File: src/sih_pkg.sv
// Shared types, sizes and codes for the string intern hash table unit.
// Used by sih_ctrl, sih_dpath and the top level; no dependencies of its own.
`default_nettype none
package sih_pkg;

   localparam int BUCKET_COUNT = 1024;
   localparam int STORE_BYTES  = 65536;
   localparam int MAX_KEY_LEN  = 255;
   localparam int START_OFFSET = 42;

   localparam int TB_AW  = $clog2(BUCKET_COUNT);
   localparam int ST_AW  = $clog2(STORE_BYTES);
   localparam int KB_AW  = (MAX_KEY_LEN > 1) ? $clog2(MAX_KEY_LEN) : 1;
   localparam int KB_DEPTH = 1 << KB_AW;
   localparam int LEN_W  = $clog2(MAX_KEY_LEN + 1);
   localparam int OFF_W  = ST_AW;
   localparam int NF_W   = ST_AW + 1;
   localparam int NEED_W = ST_AW + 2;
   localparam int HASH_W = 64;
   localparam int BKT_W  = HASH_W + OFF_W;

   localparam logic [1:0] STATUS_OK         = 2'd0;
   localparam logic [1:0] STATUS_TABLE_FULL = 2'd1;
   localparam logic [1:0] STATUS_STORE_FULL = 2'd2;

   typedef struct packed {
      logic [63:0] key_hash;
      logic [7:0]  key_length;
      logic [7:0]  key_byte;
      logic        last_byte;
   } req_type;

   typedef struct packed {
      logic [15:0] handle;
      logic        new_entry;
      logic [1:0]  status;
   } rsp_type;

   typedef enum logic [3:0] {
      S_CLEAR, S_IDLE, S_PROBE_RD, S_PROBE_CHK, S_LEN_LO, S_LEN_HI, S_LEN_CHK,
      S_BYTE_RD, S_BYTE_CHK, S_NEXT, S_INS_LO, S_INS_HI, S_INS_RD, S_INS_WR,
      S_COMMIT
   } state_type;

   typedef enum logic [1:0] {RESP_HIT, RESP_NEW, RESP_TABLE, RESP_STORE} resp_kind_type;

   typedef enum logic [1:0] {WSEL_LEN_LO, WSEL_LEN_HI, WSEL_DATA} wsel_type;

   typedef struct packed {
      logic          clear_wr;
      logic          probe_next;
      logic          off_load;
      logic          sa_inc;
      logic          lo_cap;
      logic          k_clr;
      logic          k_inc;
      logic          st_wr;
      wsel_type      wsel;
      logic          commit;
      logic          resp_en;
      resp_kind_type resp_kind;
   } cmd_type;

   typedef struct packed {
      logic clear_last;
      logic bkt_empty;
      logic hash_eq;
      logic fits;
      logic len_eq;
      logic len_zero;
      logic k_last;
      logic byte_eq;
      logic probe_last;
   } sts_type;

endpackage
`default_nettype wire

File: src/sih_ctrl.sv
// Controller state machine: sequences clear, probe, compare and insert.
// Depends on sih_pkg.
`default_nettype none
module sih_ctrl (
   input  wire logic             clock,
   input  wire logic             reset,
   input  wire logic             accept,
   input  wire logic             last,
   input  wire sih_pkg::sts_type sts,
   output sih_pkg::cmd_type      cmd,
   output logic                  busy
);
   import sih_pkg::*;

   state_type state_ff, state_in;

   always_ff @(posedge clock) begin
      if (reset) begin
         state_ff <= S_CLEAR;
      end else begin
         state_ff <= state_in;
      end
   end

   always_comb begin
      state_in = state_ff;
      case (state_ff)
         S_CLEAR:     if (sts.clear_last) state_in = S_IDLE;
         S_IDLE:      if (accept && last) state_in = S_PROBE_RD;
         S_PROBE_RD:  state_in = S_PROBE_CHK;
         S_PROBE_CHK: begin
            if (sts.bkt_empty) state_in = sts.fits ? S_INS_LO : S_IDLE;
            else if (sts.hash_eq) state_in = S_LEN_LO;
            else state_in = S_NEXT;
         end
         S_LEN_LO:    state_in = S_LEN_HI;
         S_LEN_HI:    state_in = S_LEN_CHK;
         S_LEN_CHK: begin
            if (!sts.len_eq) state_in = S_NEXT;
            else if (sts.len_zero) state_in = S_IDLE;
            else state_in = S_BYTE_RD;
         end
         S_BYTE_RD:   state_in = S_BYTE_CHK;
         S_BYTE_CHK: begin
            if (!sts.byte_eq) state_in = S_NEXT;
            else if (sts.k_last) state_in = S_IDLE;
            else state_in = S_BYTE_RD;
         end
         S_NEXT:      state_in = sts.probe_last ? S_IDLE : S_PROBE_RD;
         S_INS_LO:    state_in = S_INS_HI;
         S_INS_HI:    state_in = sts.len_zero ? S_COMMIT : S_INS_RD;
         S_INS_RD:    state_in = S_INS_WR;
         S_INS_WR:    state_in = sts.k_last ? S_COMMIT : S_INS_RD;
         S_COMMIT:    state_in = S_IDLE;
         default:     state_in = S_IDLE;
      endcase
   end

   always_comb begin
      cmd = '0;
      cmd.wsel = WSEL_DATA;
      cmd.resp_kind = RESP_HIT;
      case (state_ff)
         S_CLEAR: cmd.clear_wr = 1'b1;
         S_PROBE_CHK: begin
            if (sts.bkt_empty) begin
               if (!sts.fits) begin
                  cmd.resp_en = 1'b1;
                  cmd.resp_kind = RESP_STORE;
               end
            end else if (sts.hash_eq) begin
               cmd.off_load = 1'b1;
            end
         end
         S_LEN_LO: cmd.sa_inc = 1'b1;
         S_LEN_HI: begin
            cmd.lo_cap = 1'b1;
            cmd.sa_inc = 1'b1;
         end
         S_LEN_CHK: begin
            cmd.k_clr = 1'b1;
            if (sts.len_eq && sts.len_zero) cmd.resp_en = 1'b1;
         end
         S_BYTE_CHK: begin
            if (sts.byte_eq) begin
               if (sts.k_last) begin
                  cmd.resp_en = 1'b1;
               end else begin
                  cmd.sa_inc = 1'b1;
                  cmd.k_inc = 1'b1;
               end
            end
         end
         S_NEXT: begin
            if (sts.probe_last) begin
               cmd.resp_en = 1'b1;
               cmd.resp_kind = RESP_TABLE;
            end else begin
               cmd.probe_next = 1'b1;
            end
         end
         S_INS_LO: begin
            cmd.st_wr = 1'b1;
            cmd.wsel = WSEL_LEN_LO;
            cmd.k_clr = 1'b1;
         end
         S_INS_HI: begin
            cmd.st_wr = 1'b1;
            cmd.wsel = WSEL_LEN_HI;
         end
         S_INS_WR: begin
            cmd.st_wr = 1'b1;
            cmd.k_inc = 1'b1;
         end
         S_COMMIT: begin
            cmd.commit = 1'b1;
            cmd.resp_en = 1'b1;
            cmd.resp_kind = RESP_NEW;
         end
         default: ;
      endcase
   end

   assign busy = (state_ff != S_IDLE);

endmodule
`default_nettype wire

File: config.mk
export PLATFORM = sky130hd
export DESIGN_NAME = sih_ctrl
export DESIGN_NICKNAME = d
export VERILOG_FILES = /design/src/sih_pkg.sv /design/src/sih_ctrl.sv
export SDC_FILE = /design/constraint.sdc
export NUM_CORES = 1
export LEC_CHECK = 0
export BUFFER_PORTS_ARGS = -buffer_cell sky130_fd_sc_hd__clkbuf_2
export CORE_AREA = 4 4 41 43
export CTS_BUF_LIST = sky130_fd_sc_hd__clkbuf_2 sky130_fd_sc_hd__clkbuf_4 sky130_fd_sc_hd__clkbuf_8
export CTS_CLUSTER_SIZE = 25
export DETAILED_ROUTE_END_ITERATION = 10
export DIE_AREA = 0 0 45 47
export GPL_ROUTABILITY_DRIVEN = 0
export PLACE_DENSITY = 0.76
export SYNTH_ARGS = -nofsm -noshare
export SYNTH_HDL_FRONTEND = slang
export SYNTH_SLANG_ARGS = --single-unit
export TNS_END_PERCENT = 20
File: constraint.sdc
create_clock -name clock -period 2.91 [get_ports clock]
set_input_delay 0.1455 -clock clock [delete_from_list [all_inputs] [get_ports clock]]
set_output_delay 0.1455 -clock clock [all_outputs]
set_load 0.02 [all_outputs]
==> impl_metrics.json, run 1 <==
{
  "die_height_microns": 47,
  "cts_root_buffer": "clkbuf_4",
  "finalHoldViolations": 0,
  "pin_count": 28,
  "cts_max_level": 1,
  "async_flop_share_pct": 0,
  "syn_inst": 87,
  "stdcell_count": 126,
  "hold_path_class": "input port to flop",
  "reg_top3": "state_ff (4)",
  "start_kind": "flop",
  "drt_iter0_markers": 12,
  "holdPathStages": 2,
  "synthesis.area_sq_um": 574.3,
  "grt_setup_unrepaired": "no",
  "rows": 13,
  "fmax_mhz": 521.7,
  "grt_pass1_vias": 631,
  "start_util_pct": 44.13,
  "synth_compound_area_share_pct": 24.18,
  "ys_warn_count": 0,
  "drv_slew": 0,
  "r2r_setup_slack_ps": 1300,
  "overflow": 0,
  "arrival_ps": 1770,
  "grt_usage_pct": 15.40,
  "worst_ep_required_time_ps": 2760,
  "synth_top_family_by_area": "simple AND/OR/NAND/NOR gates",
  "finalCriticalPeriod_ps": 1917,
  "finalSetupTns_ps": 0,
  "synth_xor_area_share_pct": 1.525,
  "syn_area_per_cell_sq_um": 6.601,
  "synthDistinctLibCells": 35,
  "routed-via-count": 730,
  "max_stage_delay_ps": 780,
  "fp.dieW_microns": 45,
  "m1WireLength_microns": 715,
  "synth_fp_nets": 100,
  "placed_cell_area_sq_um": 689.4,
  "reg2reg_from": "state_ff[2]",
  "synth-main-ff-cell": "dfxtp_1",
  "detailedPlacementHpwl_microns": 1217,
  "numCtsBuffers": 3,
  "synthMuxAreaShare_pct": 3.704,
  "wl_met3_microns": 118,
  "min_from": "reset",
  "final_area_sq_um": 711.9,
  "syn2layout_area_growth_pct": 23.97,
  "cp_max_fo": 24,
  "cts_resized": 0,
  "synthSimpleGateAreaFrac_pct": 47.93,
  "drive_gt1_share_pct": 32.43,
  "wl_microns": 1579,
  "path_class": "flop to output port",
  "vias_per_cell": 5.794,
  "grt_pass1_wl_microns": 2449,
  "yosysTopAreaCell": "dfxtp_1",
  "largest_register_ffs": 4,
  "hold_end": "state_ff[0]",
  "place_inst": 123,
  "vdd_drop_max_v": 0.0001649,
  "nets": 126,
  "crit_chain": "nand2_1, mux2_2, nor2_1, clkbuf_2",
  "end_kind": "output port",
  "yosysTopAreaCellShare_pct": 13.94,
  "reg2reg_to": "state_ff[1]",
  "top_register": "state_ff",
  "fin_skew_ps": 0.8338,
  "status": "finished clean",
  "post-synth-top-count-cell": "nand2_1",
  "path_clk_slew_ps": 40,
  "wl_met2_microns": 735,
  "seq_area_frac_synth_pct": 13.94,
  "tightest_slew_ps": 729.5,
  "drv_cap": 0,
  "synth_area_leaders": "dfxtp_1 14%, nand2_1 7.2%, nand2b_1 6.5%, nor2_1 6.5%, nand3_1 4.4%",
  "cts_buffer_depth": 2,
  "drtPass1Iterations": 4,
  "ff_latch_area_sq_um": 80.08,
  "dieArea_sq_um": 2115,
  "period_share_pct": 65.87,
  "leakagePower_nw": 0.3026,
  "diodes": 0,
  "clock_sinks": 4,
  "core_sq_um": 1301,
  "clock_latency_ps": 230,
  "dr.max_layer_used": "met4",
  "wl_per_cell_microns": 12.53,
  "drc_errors": 0,
  "synth_edf_count": 0,
  "maxSlewHeadroom_pct": 51.30,
  "grt_max_degree": 25,
  "multi_input_comb_area_sq_um": 444.2,
  "antenna_found_initial": 0,
  "rr_worst_depth": 4,
  "p_per_area_nw_per_um2": 234.8,
  "cts_tree": "done",
  "port-buffer-count": 27,
  "setup_viol": 0,
  "cpMaxStageDelayCell": "dfxtp_1",
  "synth_common_cells": "11 x nand2_1, 10 x nor2_1, 6 x nand2b_1, 5 x nand3_1, 5 x o21ai_0",
  "yosys_register_bits": 4,
  "hold_buffers": 0,
  "nFillCells": 142,
  "synthAdderAreaFrac_pct": 0,
  "post_cts_buffers": 0,
  "ant_nets": 0
}
-- final cells by class --
type                            instances  share of cell area, %
Inverter                                3                  1.582
Multi-Input combinational cell         74                  62.39
Clock buffer                            3                  3.163
Sequential cell                         4                  11.25
Tap cell                               15                  2.636
Timing Repair Buffer                   27                  18.98
-- cell families (layout without fill, tap and decap cells) --
| group | after synthesis | in the layout |
|---|---|---|
| xor gates and xnor gates | 1 | 1 |
| AOI/OAI and AO/OA | 19 | 19 |
| buffers and inverters | 9 | 33 |
| DFF | 4 | 4 |
| muxes | 2 | 2 |
| and+or+nand+nor | 52 | 52 |
-- stage by stage --
stage                     util [%]  power [mW]  worst slack (ps)  hold slack, ps
final                        54.71      0.1671             993.3           93.45
after global routing         54.71      0.1779             811.1           93.04
after CTS                    54.71      0.1715             977.1           81.82
after detailed placement     52.98      0.1001              1237           337.5
after global placement       52.98     0.09993              1243           328.0
after floorplan                  -     0.08342              1409           211.7
-- where the power goes --
part           internal, mW  total (mW)  switching (mW)
clock                0.0461      0.0678          0.0217
sequential           0.0565      0.0614         0.00487
combinational        0.0173      0.0380          0.0207
-- worst max path at each step --
stage	startpoint	to	cells past startpoint
4_1_cts	state_ff[2]	cmd[6]	4
6_report	state_ff[2]	cmd[6]	4
3_3_place_gp	state_ff[2]	cmd[0]	4
3_5_place_dp	state_ff[2]	cmd[6]	4
2_1_floorplan	state_ff[0]	cmd[0]	4
5_1_grt	state_ff[2]	cmd[0]	4
-- layout by cell type (no fill, tap or decap), drive strengths merged, types with 2 or more instances in the layout --
cell type / n
and2b: 2
nand2b: 6
nand2: 11
nand3: 5
nand4: 2
nand3b: 2
nor3: 4
clkbuf: 30
a21oi: 3
or2: 3
nor2b: 3
dfxtp: 4
a221oi: 2
nor2: 10
a31oi: 2
o21ai: 5
inv: 3
-- metal layers --
layer | up-vias | track usage [%]
met5 | - | 0
met3 | 2 | 4.981
met1 | 340 | 17.73
met2 | 28 | 26.84
met4 | 0 | 5.263
li1 | 360 | -
-- critical path: cells and delay by family (launching register included) --
family	cells	cell delay, ps
DFF	1	780
buffers and inverters	1	170
muxes	1	310
and+or+nand+nor	2	270
No activity file was read; power rests on OpenSTA's default activity.
==> run 2: changes to the inputs <==
- CORE_AREA: 4 4 41 43 -> not set
- CORE_MARGIN: not set -> 4
- CORE_UTILIZATION: not set -> 42
- DIE_AREA: 0 0 45 47 -> not set
- PLACE_DENSITY: 0.76 -> 0.77
- clock period: 2.91 -> 1.6 ns (I/O delays scaled with it)
==> impl_metrics.json, run 2 (synthesized netlist as in run 1, its figures left out) <==
{
  "grt_setup_unrepaired": "yes",
  "status": "finished clean",
  "arrival_ps": 1470,
  "period_share_pct": 96.93,
  "vias_per_cell": 5.534,
  "grt_usage_pct": 16.14,
  "start_util_pct": 44.13,
  "crit_chain": "and2b_2, a32oi_2, nor2_1, nand3b_1, clkbuf_2",
  "leakagePower_nw": 0.3482,
  "met3_usage_pct": 1.195,
  "syn2layout_area_growth_pct": 37.47,
  "rows": 13,
  "drv_slew": 0,
  "finalHoldViolations": 0,
  "fmax_mhz": 644.8,
  "start_kind": "flop",
  "drtPass1Iterations": 4,
  "hold_slack_ps": 24.33,
  "pwr-share-seq_pct": 35.3,
  "diodes": 0,
  "p_per_area_nw_per_um2": 390.3,
  "layout_commonest_cell": "clkbuf_2",
  "hold_path_class": "input port to flop",
  "combPwrFrac_pct": 25.1,
  "placed_cell_area_sq_um": 719.4,
  "cts_tree": "done",
  "vdd_drop_max_v": 0.0002949,
  "drt_iter0_markers": 13,
  "use_met2_pct": 28.53,
  "reg_top3": "state_ff (4)",
  "reg2reg_from": "state_ff[2]",
  "grt_pass1_wl_microns": 2525,
  "power.switching_mw": 0.08777,
  "fin_skew_ps": 2.012,
  "wl_per_cell_microns": 13.00,
  "detailedPlacementHpwl_microns": 1267,
  "finalPower_mw": 0.3082,
  "path_buf_inv": 1,
  "cts_root_buffer": "clkbuf_4",
  "maxSlewHeadroom_pct": 79.72,
  "drc_errors": 0,
  "fp.dieW_microns": 44.98,
  "routed-via-count": 736,
  "finalCriticalPeriod_ps": 1551,
  "tightest_slew_ps": 301.8,
  "drive_gt1_share_pct": 43.22,
  "holdPathStages": 2,
  "internal_power_mw": 0.2204,
  "max_stage_delay_ps": 390,
  "reg2reg_to": "state_ff[1]",
  "numCtsBuffers": 3,
  "drv_cap": 0,
  "top_usage_layer": "met2",
  "grt_max_degree": 13,
  "ant_nets": 0,
  "overflow": 0,
  "nets": 133,
  "stdcell_count": 133,
  "post-route-util_pct": 60.67,
  "cts_max_level": 1,
  "path_clk_slew_ps": 40,
  "top_register": "state_ff",
  "hold_buffers": 0,
  "final_area_sq_um": 789.5,
  "clockPowerShare_pct": 39.6,
  "globalRouteMet1Util_pct": 20.43,
  "cp-startpoint": "state_ff[3]",
  "crit_cells": 5,
  "antenna_found_initial": 0,
  "die_height_microns": 44.98,
  "critPathTopFamily": "simple AND/OR/NAND/NOR gates",
  "path_class": "flop to output port",
  "port-buffer-count": 27,
  "place_inst": 127,
  "clock_sinks": 4,
  "setup_viol": 0,
  "clock_latency_ps": 230,
  "cts_buffer_depth": 2,
  "wl_microns": 1729,
  "cpMaxStageDelayCell": "dfxtp_4",
  "rr_worst_depth": 6,
  "cp_max_fo": 11,
  "core_sq_um": 1301,
  "end_kind": "output port",
  "final_cell_mix": "25 x clkbuf_2, 11 x nand2_1, 10 x nor2_1",
  "largest_register_ffs": 4,
  "cp-endpoint": "cmd[2]",
  "pin_count": 28,
  "p_sw_share_pct": 28.48,
  "r2r_setup_slack_ps": 140,
  "grt_pass1_vias": 654,
  "dieArea_sq_um": 2023,
  "worst_ep_required_time_ps": 1520
}
[run 2: worst register-to-register path: stages, from the launching register on]
cell      delay [ps]
dfxtp_2          380
buf_4            180
nor2_1           150
nand4b_1         230
buf_4            210
o21a_1           100
a31oi_1          120
[run 2: worst min path at each step]
stage / from / endpoint / slack (ps)
finish: reset / state_ff[0] / 20
global route: reset / state_ff[0] / 30
CTS: reset / state_ff[0] / 30
detailed placement: reset / state_ff[0] / 270
global placement: reset / state_ff[0] / 260
floorplan: reset / state_ff[0] / 150
[run 2: through the flow]
stage          setup WS, ps  TNS, ps
2_1_floorplan         99.40        0
3_3_place_gp          174.9        0
3_5_place_dp          144.6        0
4_1_cts               6.358        0
5_1_grt              -23.91   -58.81
6_report              49.10        0
[run 2: layer usage]
layer,share of wire (%),wire (microns)
met3,6.1,105
met5,0,0
met4,0,0
met2,49,851
met1,45,772
[run 2: power by group through the flow]
| stage | Sequential, mW | Clock [mW] | Combinational (mW) |
|---|---|---|---|
| 5_1_grt | 0.109 | 0.134 | 0.0850 |
| 3_5_place_dp | 0.111 | 0 | 0.0739 |
| 3_3_place_gp | 0.111 | 0 | 0.0737 |
| 2_1_floorplan | 0.106 | 0 | 0.0456 |
| 6_report | 0.109 | 0.122 | 0.0773 |
| 4_1_cts | 0.109 | 0.126 | 0.0744 |
[run 2: layout make-up]
| class | instances | area, sq um |
|---|---|---|
| fillers | 130 | 511.7 |
| multi-input cells | 74 | 459.2 |
| repair buffers | 34 | 190.2 |
| flip-flops and latches | 4 | 87.58 |
| clock buffers | 3 | 22.52 |
| well taps | 15 | 18.77 |
| inverters | 3 | 11.26 |
[run 2: what timing repair did]
action,in CTS,in global routing
cloned,0,0
gates resized for setup,3,10
buffers inserted,0,3
pin swaps,0,2
setup endpoints to repair,2,3
